## src/design/ppi2x_pkg.sv

```systemverilog
// Shared constants and the coefficient table builder for the 2x polyphase interpolator.
// No dependencies; the top level imports this package.
package ppi2x_pkg;

   localparam int SAMPLE_W     = 16;
   localparam int SAMPLE_MAX   = 32767;
   localparam int SAMPLE_MIN   = -32768;
   localparam int FRAC_BITS    = 40;
   localparam int BETA_SQ      = 81;
   localparam int TAP_DROP     = 14;
   localparam int SERIES_TERMS = 60;
   localparam int MAX_PROTO    = 128;
   localparam int COEF_SLOT    = 32;

   // Unsigned quotient by shift and subtract; only evaluated while the table is built.
   function automatic longint unsigned ppi2x_udiv(input longint unsigned num,
                                                  input longint unsigned den);
      longint unsigned quo;
      longint unsigned rem;
      int              i;
      begin
         quo = 0;
         rem = 0;
         for (i = 63; i >= 0; i--) begin
            rem = (rem << 1) | ((num >> i) & 64'd1);
            if (rem >= den) begin
               rem = rem - den;
               quo = quo | (64'd1 << i);
            end
         end
         return quo;
      end
   endfunction

   // Scales one prototype tap to unity phase gain, rounds half away from zero
   // and saturates to the signed coefficient range.
   function automatic longint ppi2x_quant(input longint tap, input longint s_acc,
                                          input int cwidth);
      longint unsigned smag;
      longint unsigned sden;
      longint unsigned half;
      longint unsigned qq;
      longint unsigned lim;
      longint          v;
      begin
         smag = (tap < 0) ? longint'(-tap) : longint'(tap);
         sden = s_acc;
         half = sden >> 1;
         qq   = ppi2x_udiv((smag << (cwidth - 1)) + half, sden);
         lim  = 64'd1 << (cwidth - 1);
         if (tap < 0) begin
            v = (qq > lim) ? -longint'(lim) : -longint'(qq);
         end else begin
            v = (qq > lim - 64'd1) ? longint'(lim - 64'd1) : longint'(qq);
         end
         return v;
      end
   endfunction

   // Builds the whole coefficient table at elaboration time, one COEF_SLOT-bit slot
   // per coefficient: phase 0 taps first, then phase 1 taps.
   // The prototype is a Kaiser-windowed sinc; I0 is summed as a fixed-point power
   // series, and each phase is scaled to unity DC gain before rounding.
   function automatic logic [MAX_PROTO*COEF_SLOT-1:0] ppi2x_coef_table(input int taps,
                                                                       input int cwidth);
      longint unsigned dd;
      longint unsigned au;
      longint unsigned nn;
      longint unsigned den;
      longint unsigned yy;
      longint unsigned sum;
      longint unsigned term;
      longint unsigned kk;
      longint unsigned mag;
      longint unsigned res;
      logic [127:0]    prod;
      logic [MAX_PROTO*COEF_SLOT-1:0] tbl;
      longint          proto [MAX_PROTO];
      longint          s0;
      longint          s1;
      longint          v;
      int              m;
      int              k;
      int              j;
      begin
         dd = longint'(2 * taps - 1);
         for (m = 0; m < 2 * taps; m++) begin
            if (longint'(2 * m) < longint'(dd)) begin
               au = dd - longint'(2 * m);
            end else begin
               au = longint'(2 * m) - dd;
            end
            nn   = dd * dd - au * au;
            den  = 64'd4 * dd * dd;
            yy   = ppi2x_udiv((longint'(BETA_SQ) * nn) << FRAC_BITS, den);
            sum  = 64'd1 << FRAC_BITS;
            term = sum;
            // Once a term truncates to zero every later term stays zero.
            for (k = 1; k < SERIES_TERMS; k++) begin
               prod = {64'd0, term} * {64'd0, yy};
               term = prod[FRAC_BITS +: 64];
               kk   = longint'(k * k);
               term = ppi2x_udiv(term, kk);
               sum  = sum + term;
            end
            mag = ppi2x_udiv(sum >> TAP_DROP, au);
            res = au & 64'd7;
            if (res == 64'd1 || res == 64'd3) begin
               proto[m] = longint'(mag);
            end else begin
               proto[m] = -longint'(mag);
            end
         end
         s0 = 0;
         s1 = 0;
         for (j = 0; j < taps; j++) begin
            s0 = s0 + proto[2 * j];
            s1 = s1 + proto[2 * j + 1];
         end
         if (s0 <= 0) begin
            s0 = 1;
         end
         if (s1 <= 0) begin
            s1 = 1;
         end
         tbl = '0;
         for (j = 0; j < taps; j++) begin
            v = ppi2x_quant(proto[2 * j], s0, cwidth);
            tbl[j * COEF_SLOT +: COEF_SLOT] = v[COEF_SLOT-1:0];
            v = ppi2x_quant(proto[2 * j + 1], s1, cwidth);
            tbl[(taps + j) * COEF_SLOT +: COEF_SLOT] = v[COEF_SLOT-1:0];
         end
         return tbl;
      end
   endfunction

endpackage

```

## src/design/polyphase_2x_interpolator.sv

```systemverilog
// Two-times polyphase FIR interpolator: one sample in, phase-0 and phase-1 out.
// Depends on ppi2x_pkg for sample constants and the coefficient builder.
//
//  Channel  Ports       Direction  Payload
//  req      req_t*      in         tdata[15:0] sample_in (signed Q1.15)
//  rsp      rsp_t*      out        tdata[15:0] sample_out (signed Q1.15), tlast second_phase
//
// An item first has its sample taken into the history memory, then gets one
// history read and one multiply-accumulate per tap per phase through a single
// shared multiplier. Each phase result passes the read and product registers
// before it is loaded into the output register. Reset is immediate: per-entry
// valid bits make unwritten history read as zero. If a result finds the output
// register still full, the read and multiply pipeline halts until that transfer completes.
module polyphase_2x_interpolator #(
   parameter int PHASE_TAPS = 16,
   parameter int COEF_WIDTH = 18
) (
   input  logic                            clock,
   input  logic                            reset,
   input  logic                            req_tvalid,
   output logic                            req_tready,
   input  logic [ppi2x_pkg::SAMPLE_W-1:0]  req_tdata,   // [15:0] sample_in
   output logic                            rsp_tvalid,
   input  logic                            rsp_tready,
   output logic [ppi2x_pkg::SAMPLE_W-1:0]  rsp_tdata,   // [15:0] sample_out
   output logic                            rsp_tlast    // second_phase
);

   import ppi2x_pkg::*;

   localparam int TW        = $clog2(PHASE_TAPS);
   localparam int ROM_DEPTH = 2 * PHASE_TAPS;
   localparam int ROM_AW    = $clog2(ROM_DEPTH);
   localparam int PROD_W    = SAMPLE_W + COEF_WIDTH;
   localparam int ACC_W     = PROD_W + TW;
   localparam logic [TW-1:0] LAST_TAP = TW'(PHASE_TAPS - 1);
   localparam logic signed [ACC_W-1:0] RND_HALF = ACC_W'(1) << (COEF_WIDTH - 2);
   localparam logic signed [ACC_W-1:0] SAT_HI   = ACC_W'(SAMPLE_MAX);
   localparam logic signed [ACC_W-1:0] SAT_LO   = ACC_W'(SAMPLE_MIN);
   localparam logic [MAX_PROTO*COEF_SLOT-1:0] COEF_IMAGE =
      ppi2x_coef_table(PHASE_TAPS, COEF_WIDTH);

   typedef enum logic [1:0] {
      S_IDLE = 2'b01,
      S_RUN  = 2'b10
   } state_type;

   typedef struct packed {
      logic first;
      logic last;
      logic phase;
   } tag_type;

   state_type                   state_ff, state_in;
   logic [TW-1:0]               tap_cnt_ff, tap_cnt_in;
   logic                        phase_ff, phase_in;
   logic [TW-1:0]               newest_ff, newest_in;
   logic [PHASE_TAPS-1:0]       valid_ff, valid_in;
   logic signed [SAMPLE_W-1:0]  hist_mem [PHASE_TAPS];
   logic signed [COEF_WIDTH-1:0] coef_rom [ROM_DEPTH];

   logic                        accept;
   logic                        issue;
   logic                        adv;
   logic                        load_out;
   logic [TW:0]                 wrap_addr;
   logic [TW-1:0]               rd_addr;
   logic [ROM_AW-1:0]           rom_idx;
   tag_type                     iss_tag;

   logic                        s1_vld_ff;
   tag_type                     s1_tag_ff;
   logic signed [SAMPLE_W-1:0]  rd_data_ff;
   logic                        rd_ok_ff;
   logic signed [COEF_WIDTH-1:0] coef_ff;

   logic                        mul_vld_ff;
   tag_type                     mul_tag_ff;
   logic signed [SAMPLE_W-1:0]  tap_sample;
   logic signed [PROD_W-1:0]    prod_in, prod_ff;

   logic signed [ACC_W-1:0]     acc_ff, acc_in;
   logic signed [ACC_W-1:0]     total;
   logic signed [ACC_W-1:0]     rounded;
   logic signed [ACC_W-1:0]     shifted;
   logic [SAMPLE_W-1:0]         sat_sample;

   logic                        rsp_valid_ff, rsp_valid_in;
   logic                        rsp_last_ff;
   logic [SAMPLE_W-1:0]         rsp_data_ff;

   // Coefficient table, phase 0 in the lower half and phase 1 in the upper half.
   for (genvar ri = 0; ri < ROM_DEPTH; ri++) begin : g_coef
      assign coef_rom[ri] = COEF_IMAGE[ri * COEF_SLOT +: COEF_WIDTH];
   end

   // A phase result that cannot enter a full output register halts the pipeline.
   assign adv    = !(mul_vld_ff && mul_tag_ff.last && rsp_valid_ff && !rsp_tready);
   assign accept = req_tvalid && req_tready;
   assign issue  = (state_ff == S_RUN) && adv;

   // Tap j sits j entries behind the newest sample in the circular history.
   assign wrap_addr = {1'b0, newest_ff} + (TW + 1)'(PHASE_TAPS) - {1'b0, tap_cnt_ff};
   assign rd_addr   = (newest_ff >= tap_cnt_ff) ? (newest_ff - tap_cnt_ff) : wrap_addr[TW-1:0];
   assign rom_idx   = phase_ff ? (ROM_AW'(PHASE_TAPS) + ROM_AW'(tap_cnt_ff))
                               : ROM_AW'(tap_cnt_ff);

   assign iss_tag.first = (tap_cnt_ff == '0);
   assign iss_tag.last  = (tap_cnt_ff == LAST_TAP);
   assign iss_tag.phase = phase_ff;

   always_comb begin
      state_in   = state_ff;
      tap_cnt_in = tap_cnt_ff;
      phase_in   = phase_ff;
      newest_in  = newest_ff;
      valid_in   = valid_ff;
      case (state_ff)
         S_IDLE: begin
            if (accept) begin
               newest_in           = (newest_ff == LAST_TAP) ? '0 : newest_ff + 1'b1;
               valid_in[newest_in] = 1'b1;
               tap_cnt_in          = '0;
               phase_in            = 1'b0;
               state_in            = S_RUN;
            end
         end
         S_RUN: begin
            if (adv) begin
               if (tap_cnt_ff == LAST_TAP) begin
                  tap_cnt_in = '0;
                  phase_in   = !phase_ff;
                  if (phase_ff) begin
                     state_in = S_IDLE;
                  end
               end else begin
                  tap_cnt_in = tap_cnt_ff + 1'b1;
               end
            end
         end
         default: begin
            state_in = S_IDLE;
         end
      endcase
   end

   always_ff @(posedge clock) begin
      if (reset) begin
         state_ff   <= S_IDLE;
         tap_cnt_ff <= '0;
         phase_ff   <= 1'b0;
         newest_ff  <= '0;
         valid_ff   <= '0;
      end else begin
         state_ff   <= state_in;
         tap_cnt_ff <= tap_cnt_in;
         phase_ff   <= phase_in;
         newest_ff  <= newest_in;
         valid_ff   <= valid_in;
      end
   end

   // History memory: one write port for the incoming sample, one registered read port.
   always_ff @(posedge clock) begin
      if (accept) begin
         hist_mem[newest_in] <= req_tdata;
      end
      if (adv) begin
         rd_data_ff <= hist_mem[rd_addr];
         rd_ok_ff   <= valid_ff[rd_addr];
         coef_ff    <= coef_rom[rom_idx];
         s1_tag_ff  <= iss_tag;
      end
   end

   assign tap_sample = rd_ok_ff ? rd_data_ff : '0;
   assign prod_in    = tap_sample * coef_ff;

   always_ff @(posedge clock) begin
      if (adv) begin
         prod_ff    <= prod_in;
         mul_tag_ff <= s1_tag_ff;
      end
   end

   // The last product of a phase bypasses the accumulator straight into rounding.
   assign total   = acc_ff + ACC_W'(prod_ff);
   assign rounded = total + RND_HALF;
   assign shifted = rounded >>> (COEF_WIDTH - 1);

   always_comb begin
      if (shifted > SAT_HI) begin
         sat_sample = SAMPLE_W'(SAT_HI);
      end else if (shifted < SAT_LO) begin
         sat_sample = SAMPLE_W'(SAT_LO);
      end else begin
         sat_sample = shifted[SAMPLE_W-1:0];
      end
   end

   assign load_out = mul_vld_ff && mul_tag_ff.last && adv;

   always_comb begin
      acc_in = acc_ff;
      if (mul_vld_ff && adv) begin
         acc_in = mul_tag_ff.last ? '0 : total;
      end
      if (load_out) begin
         rsp_valid_in = 1'b1;
      end else if (rsp_tready) begin
         rsp_valid_in = 1'b0;
      end else begin
         rsp_valid_in = rsp_valid_ff;
      end
   end

   always_ff @(posedge clock) begin
      if (reset) begin
         s1_vld_ff    <= 1'b0;
         mul_vld_ff   <= 1'b0;
         acc_ff       <= '0;
         rsp_valid_ff <= 1'b0;
      end else begin
         if (adv) begin
            s1_vld_ff  <= issue;
            mul_vld_ff <= s1_vld_ff;
         end
         acc_ff       <= acc_in;
         rsp_valid_ff <= rsp_valid_in;
      end
   end

   always_ff @(posedge clock) begin
      if (load_out) begin
         rsp_data_ff <= sat_sample;
         rsp_last_ff <= mul_tag_ff.phase;
      end
   end

   assign req_tready = (state_ff == S_IDLE);
   assign rsp_tvalid = rsp_valid_ff;
   assign rsp_tdata  = rsp_data_ff;
   assign rsp_tlast  = rsp_last_ff;

   // Every accepted sample starts its dot product at tap zero of phase zero.
   a_start_clean: assert property (@(posedge clock) disable iff (reset)
      accept |=> (state_ff == S_RUN) && (tap_cnt_ff == '0) && !phase_ff)
      else $error("sequencer did not restart at phase 0, tap 0");

   // The accumulator must be empty when the first product of a phase arrives.
   a_acc_empty: assert property (@(posedge clock) disable iff (reset)
      (mul_vld_ff && mul_tag_ff.first) |-> (acc_ff == '0))
      else $error("accumulator holds stale sum at start of phase");

   // The pipeline halts only behind a full output register with a finished phase.
   a_stall_cause: assert property (@(posedge clock) disable iff (reset)
      !adv |-> (rsp_valid_ff && !rsp_tready && mul_vld_ff && mul_tag_ff.last))
      else $error("pipeline halted without a blocked result");

endmodule
```

## config.mk

```make
export PLATFORM = sky130hd
export DESIGN_NAME = polyphase_2x_interpolator
export DESIGN_NICKNAME = d
export VERILOG_FILES = /design/src/design/ppi2x_pkg.sv /design/src/design/polyphase_2x_interpolator.sv
export SDC_FILE = /design/constraint.sdc
export NUM_CORES = 1
export LEC_CHECK = 0
export ABC_AREA = 1
export BUFFER_PORTS_ARGS = -buffer_cell sky130_fd_sc_hd__buf_2
export CORE_MARGIN = 4
export CORE_UTILIZATION = 60
export CTS_BUF_LIST = sky130_fd_sc_hd__clkbuf_2
export CTS_CLUSTER_DIAMETER = 200
export DETAILED_ROUTE_END_ITERATION = 10
export GPL_TIMING_DRIVEN = 0
export PLACE_DENSITY_LB_ADDON = 0.05
export SLEW_MARGIN = 20
export SYNTH_ARGS = -nofsm -noshare
export SYNTH_HDL_FRONTEND = slang
export SYNTH_SLANG_ARGS = --single-unit
```

## constraint.sdc

```tcl
create_clock -name clock -period 6.8 [get_ports clock]
set_clock_uncertainty 0.05 [all_clocks]
set_input_delay 0.34 -clock clock [delete_from_list [all_inputs] [get_ports clock]]
set_output_delay 0.34 -clock clock [all_outputs]
set_load 0.01 [all_outputs]
```

==> impl_results.rst <==
.. list-table::
   :header-rows: 1

   * - Metric
     - Value
   * - Total standard cell area after synthesis
     - about 0.031 sq mm
   * - Number of antenna violations at the first check in global routing
     - 2
   * - Kind of end point of the critical path
     - flip-flop
   * - Period Utilization, post-route
     - 0.992
   * - Nets
     - a little over 4000
   * - Slowest stage cell, crit path
     - fa_1
   * - Setup repair after global routing missed its margin
     - yes
   * - Number of enable flip-flop cells after synthesis
     - between 300 and 400
   * - Height of the die
     - 235 um
   * - Most numerous cell on the critical path
     - fa_1
   * - Detail-routed net length per standard cell
     - roughly 20 um
   * - Number of global-route vias before repair
     - around 25000
   * - Routed vias
     - ~25000
   * - HPWL Detailed
     - ~69000 um
   * - Dominant cell type by area after synthesis
     - edfxtp_1
   * - Leading post-synthesis cells by cell area
     - edfxtp_1 34%, fa_1 19%, nand2_1 8.6%
   * - Worst Tran Pin Value
     - slightly below 1 ns
   * - Net count after synthesis
     - between 3000 and 4000
   * - Outcome
     - finished clean
   * - Startpoint type of the worst setup path
     - flip-flop
   * - Maximum single-stage delay on the critical path
     - 0.55 ns
   * - Total DRC errors in the routed layout
     - 0
   * - Fin. Hold Viols
     - 0
   * - Largest net degree at the start of global routing
     - 46
   * - Fraction of registers with async set or reset after synthesis
     - 0
   * - Number of standard cells after synthesis
     - around 3500
   * - Most instantiated library cell after synthesis
     - nand2_1
   * - Count of antenna-violating nets left after detailed routing
     - 0
   * - Sink Count
     - just over 400
   * - Crit path DAT
     - ~7.6 ns
   * - Avg Synthesized Cell Area
     - slightly below 9 sq um
   * - Area share of the largest cell type after synthesis
     - 0.336
   * - CTS tree
     - yes
   * - Initial core utilization
     - 0.612
   * - Port Buffers
     - 37
   * - Die outline area
     - about 0.055 sq mm
   * - Number of buffers created by CTS
     - ~100
   * - Dpl cell area
     - ~0.032 sq mm
   * - Vias per cell
     - between 5 and 6
   * - CTS Root Cell
     - clkbuf_2
   * - Core Footprint
     - around 0.051 sq mm
   * - Sum of overflow across all layers after global routing
     - 0
   * - Area growth from synthesis to layout
     - 9.06%
   * - Sequential fraction of the synthesis area
     - 0.380
   * - Routability Congestion
     - 0.994
   * - Sum of routed wire length over all layers
     - about 88000 um
   * - Number of distinct library cells after synthesis
     - 54
   * - Number of violations reported at the end of detailed-routing iteration 0
     - roughly 2600
   * - Most frequent cells after synthesis
     - 706 x nand2_1, 618 x inv_1, 447 x nor2_1
   * - Yosys reg bits
     - 414
   * - DR pass1 iterations
     - 6
   * - Post-route cell area
     - ~0.034 sq mm
   * - Count of filler cells inserted in the layout
     - ~4200
   * - Final period demand of the worst path
     - approximately 6.7 ns
   * - Bufs on Longest Clock Path
     - 3
   * - # setup viols final
     - 0
   * - Top FF cell, synth
     - edfxtp_1
   * - Max Fanout on Critical Path
     - 10
   * - First-pass GRT wire length
     - roughly 140000 um
   * - Kind of path behind the tightest hold check
     - input pin to flip-flop
   * - Max-cap viol count
     - 0
   * - Pins over their slew limit
     - 0
   * - Critical path type
     - flip-flop to flip-flop
   * - Required time of the critical path
     - approximately 7.6 ns
   * - Clock latency at the later pin of the worst-skew pair
     - around 1.2 ns
   * - Count of warnings emitted by yosys
     - 0
   * - Width of the chip
     - around 240 um
   * - Clock slew at the register clock pins of the worst setup and hold paths
     - roughly 0.11 ns
   * - Worst slew margin
     - 0.353
   * - # IOs
     - 39
   * - Share of final-layout standard cells stronger than drive strength 1
     - 0.101
   * - CTS H-tree depth
     - 3
   * - Placement Rows
     - 82
   * - Global-route total usage across every layer
     - 0.314
   * - Max Clock Freq
     - 0.148 GHz
-- flip-flops by register name, summed over array words and instances, names as in the netlist, 16 cells and up --
name and flops:
acc_ff 38, coef_ff 18, hist_mem 256, prod_ff 34, rd_data_ff 16, rsp_tdata 16
valid_ff 16
-- routing by layer --
metal,GRT usage,vias to the layer above,routed length [um]
met1,0.448,11900,36600
met2,0.481,1342,38800
met3,0.0695,217,9520
met5,0,-,0
li1,-,11500,-
met4,0.113,0,2860
-- through the flow --
| step | util | TNS [ns] | setup WS (ns) | hold slack [ns] | instances |
|---|---|---|---|---|---|
| 2_1_floorplan | - | 0 | 0.307 | 0.350 | 3479 |
| 3_3_place_gp | 0.632 | -5.84 | -0.773 | 0.356 | 4188 |
| 3_5_place_dp | 0.638 | -7.86 | -0.875 | 0.357 | 4204 |
| 4_1_cts | 0.665 | -0.0972 | -0.0559 | 0.00148 | 4426 |
| 5_1_grt | 0.667 | -0.169 | -0.0899 | 0.00596 | 4433 |
| 6_report | 0.668 | 0 | 0.0568 | 0.0911 | 4435 |
-- final timing paths --
path	start	to	slack, ns	cells after the start
hold / removal	req_tdata[7]	hist_mem[14][7]$_DFFE_PP_	0.09	2
setup reg to reg	rd_ok_ff$_DFFE_PN_	prod_ff[33]$_DFFE_PN_	0.06	27
hold reg to reg	mul_tag_ff[0]$_DFFE_PN_	rsp_tlast$_DFFE_PP_	0.38	0
setup / recovery	rd_ok_ff$_DFFE_PN_	prod_ff[33]$_DFFE_PN_	0.06	27
-- worst max-delay path, delay by kind of cell, from the launching register on --
kind / cells / cell delay [ns]
AND/OR/NAND/NOR: 7 / 0.83
AO/OA/AOI/OAI: 5 / 0.77
XOR/XNOR: 1 / 0.16
adder cells (fa/ha/maj): 7 / 3.40
buffers and inverters: 7 / 0.92
flip-flops: 1 / 0.43
-- cell families (layout without fill, tap and decap cells) --
family,Yosys count,after routing,share of synthesized area
DFF,414,414,0.380
and+or+nand+nor,1358,1358,0.181
buffers and inverters,747,1027,0.0911
AOI/OAI and AO/OA,452,452,0.0801
adders and majority gates,431,431,0.245
other,0,4,0
muxes,17,17,0.00618
xor gates and xnor gates,60,60,0.0172
-- placed cells by master, fill, tap and decap left out, types with 15 or more instances in the layout --
| cell type | count |
|---|---|
| nand2_1 | 696 |
| inv_1 | 615 |
| nor2_1 | 429 |
| edfxtp_1 | 346 |
| fa_1 | 291 |
| o21ai_0 | 184 |
| clkbuf_2 | 158 |
| a21oi_1 | 144 |
| ha_1 | 138 |
| clkbuf_1 | 86 |
| nand3_1 | 71 |
| dfxtp_1 | 68 |
| o22ai_1 | 67 |
| xor2_1 | 44 |
| nand2_2 | 40 |
| buf_2 | 37 |
| dlygate4sd3_1 | 36 |
| clkinv_1 | 35 |
| nor2_2 | 35 |
| a31oi_1 | 24 |
| nor3_1 | 17 |
| mux2_2 | 17 |
| nand4_1 | 16 |
| nand2b_1 | 16 |
| xnor2_1 | 15 |
-- area by class of cell --
type / instances / area [sq um] / share of cell area
antenna: 4 / 10.0 / 0.000296
buffer: 105 / 443 / 0.0131
clock buffer: 152 / 761 / 0.0225
clock inverter: 35 / 184 / 0.00545
inverter: 639 / 2410 / 0.0714
multi-input combinational: 2318 / 16500 / 0.489
sequential: 414 / 11800 / 0.348
tap: 672 / 841 / 0.0249
timing repair buffer: 96 / 845 / 0.0250
-- what timing repair did --
item	CTS	global route
endpoints found under the hold margin	356	0
buffers inserted	1	6
pin swaps	0	1
setup endpoints to repair	18	15
resized for setup	28	30
hold buffers	36	0
Power is not shown: default switching activity piles up to over one toggle a cycle in this logic, so the estimate is an artifact.
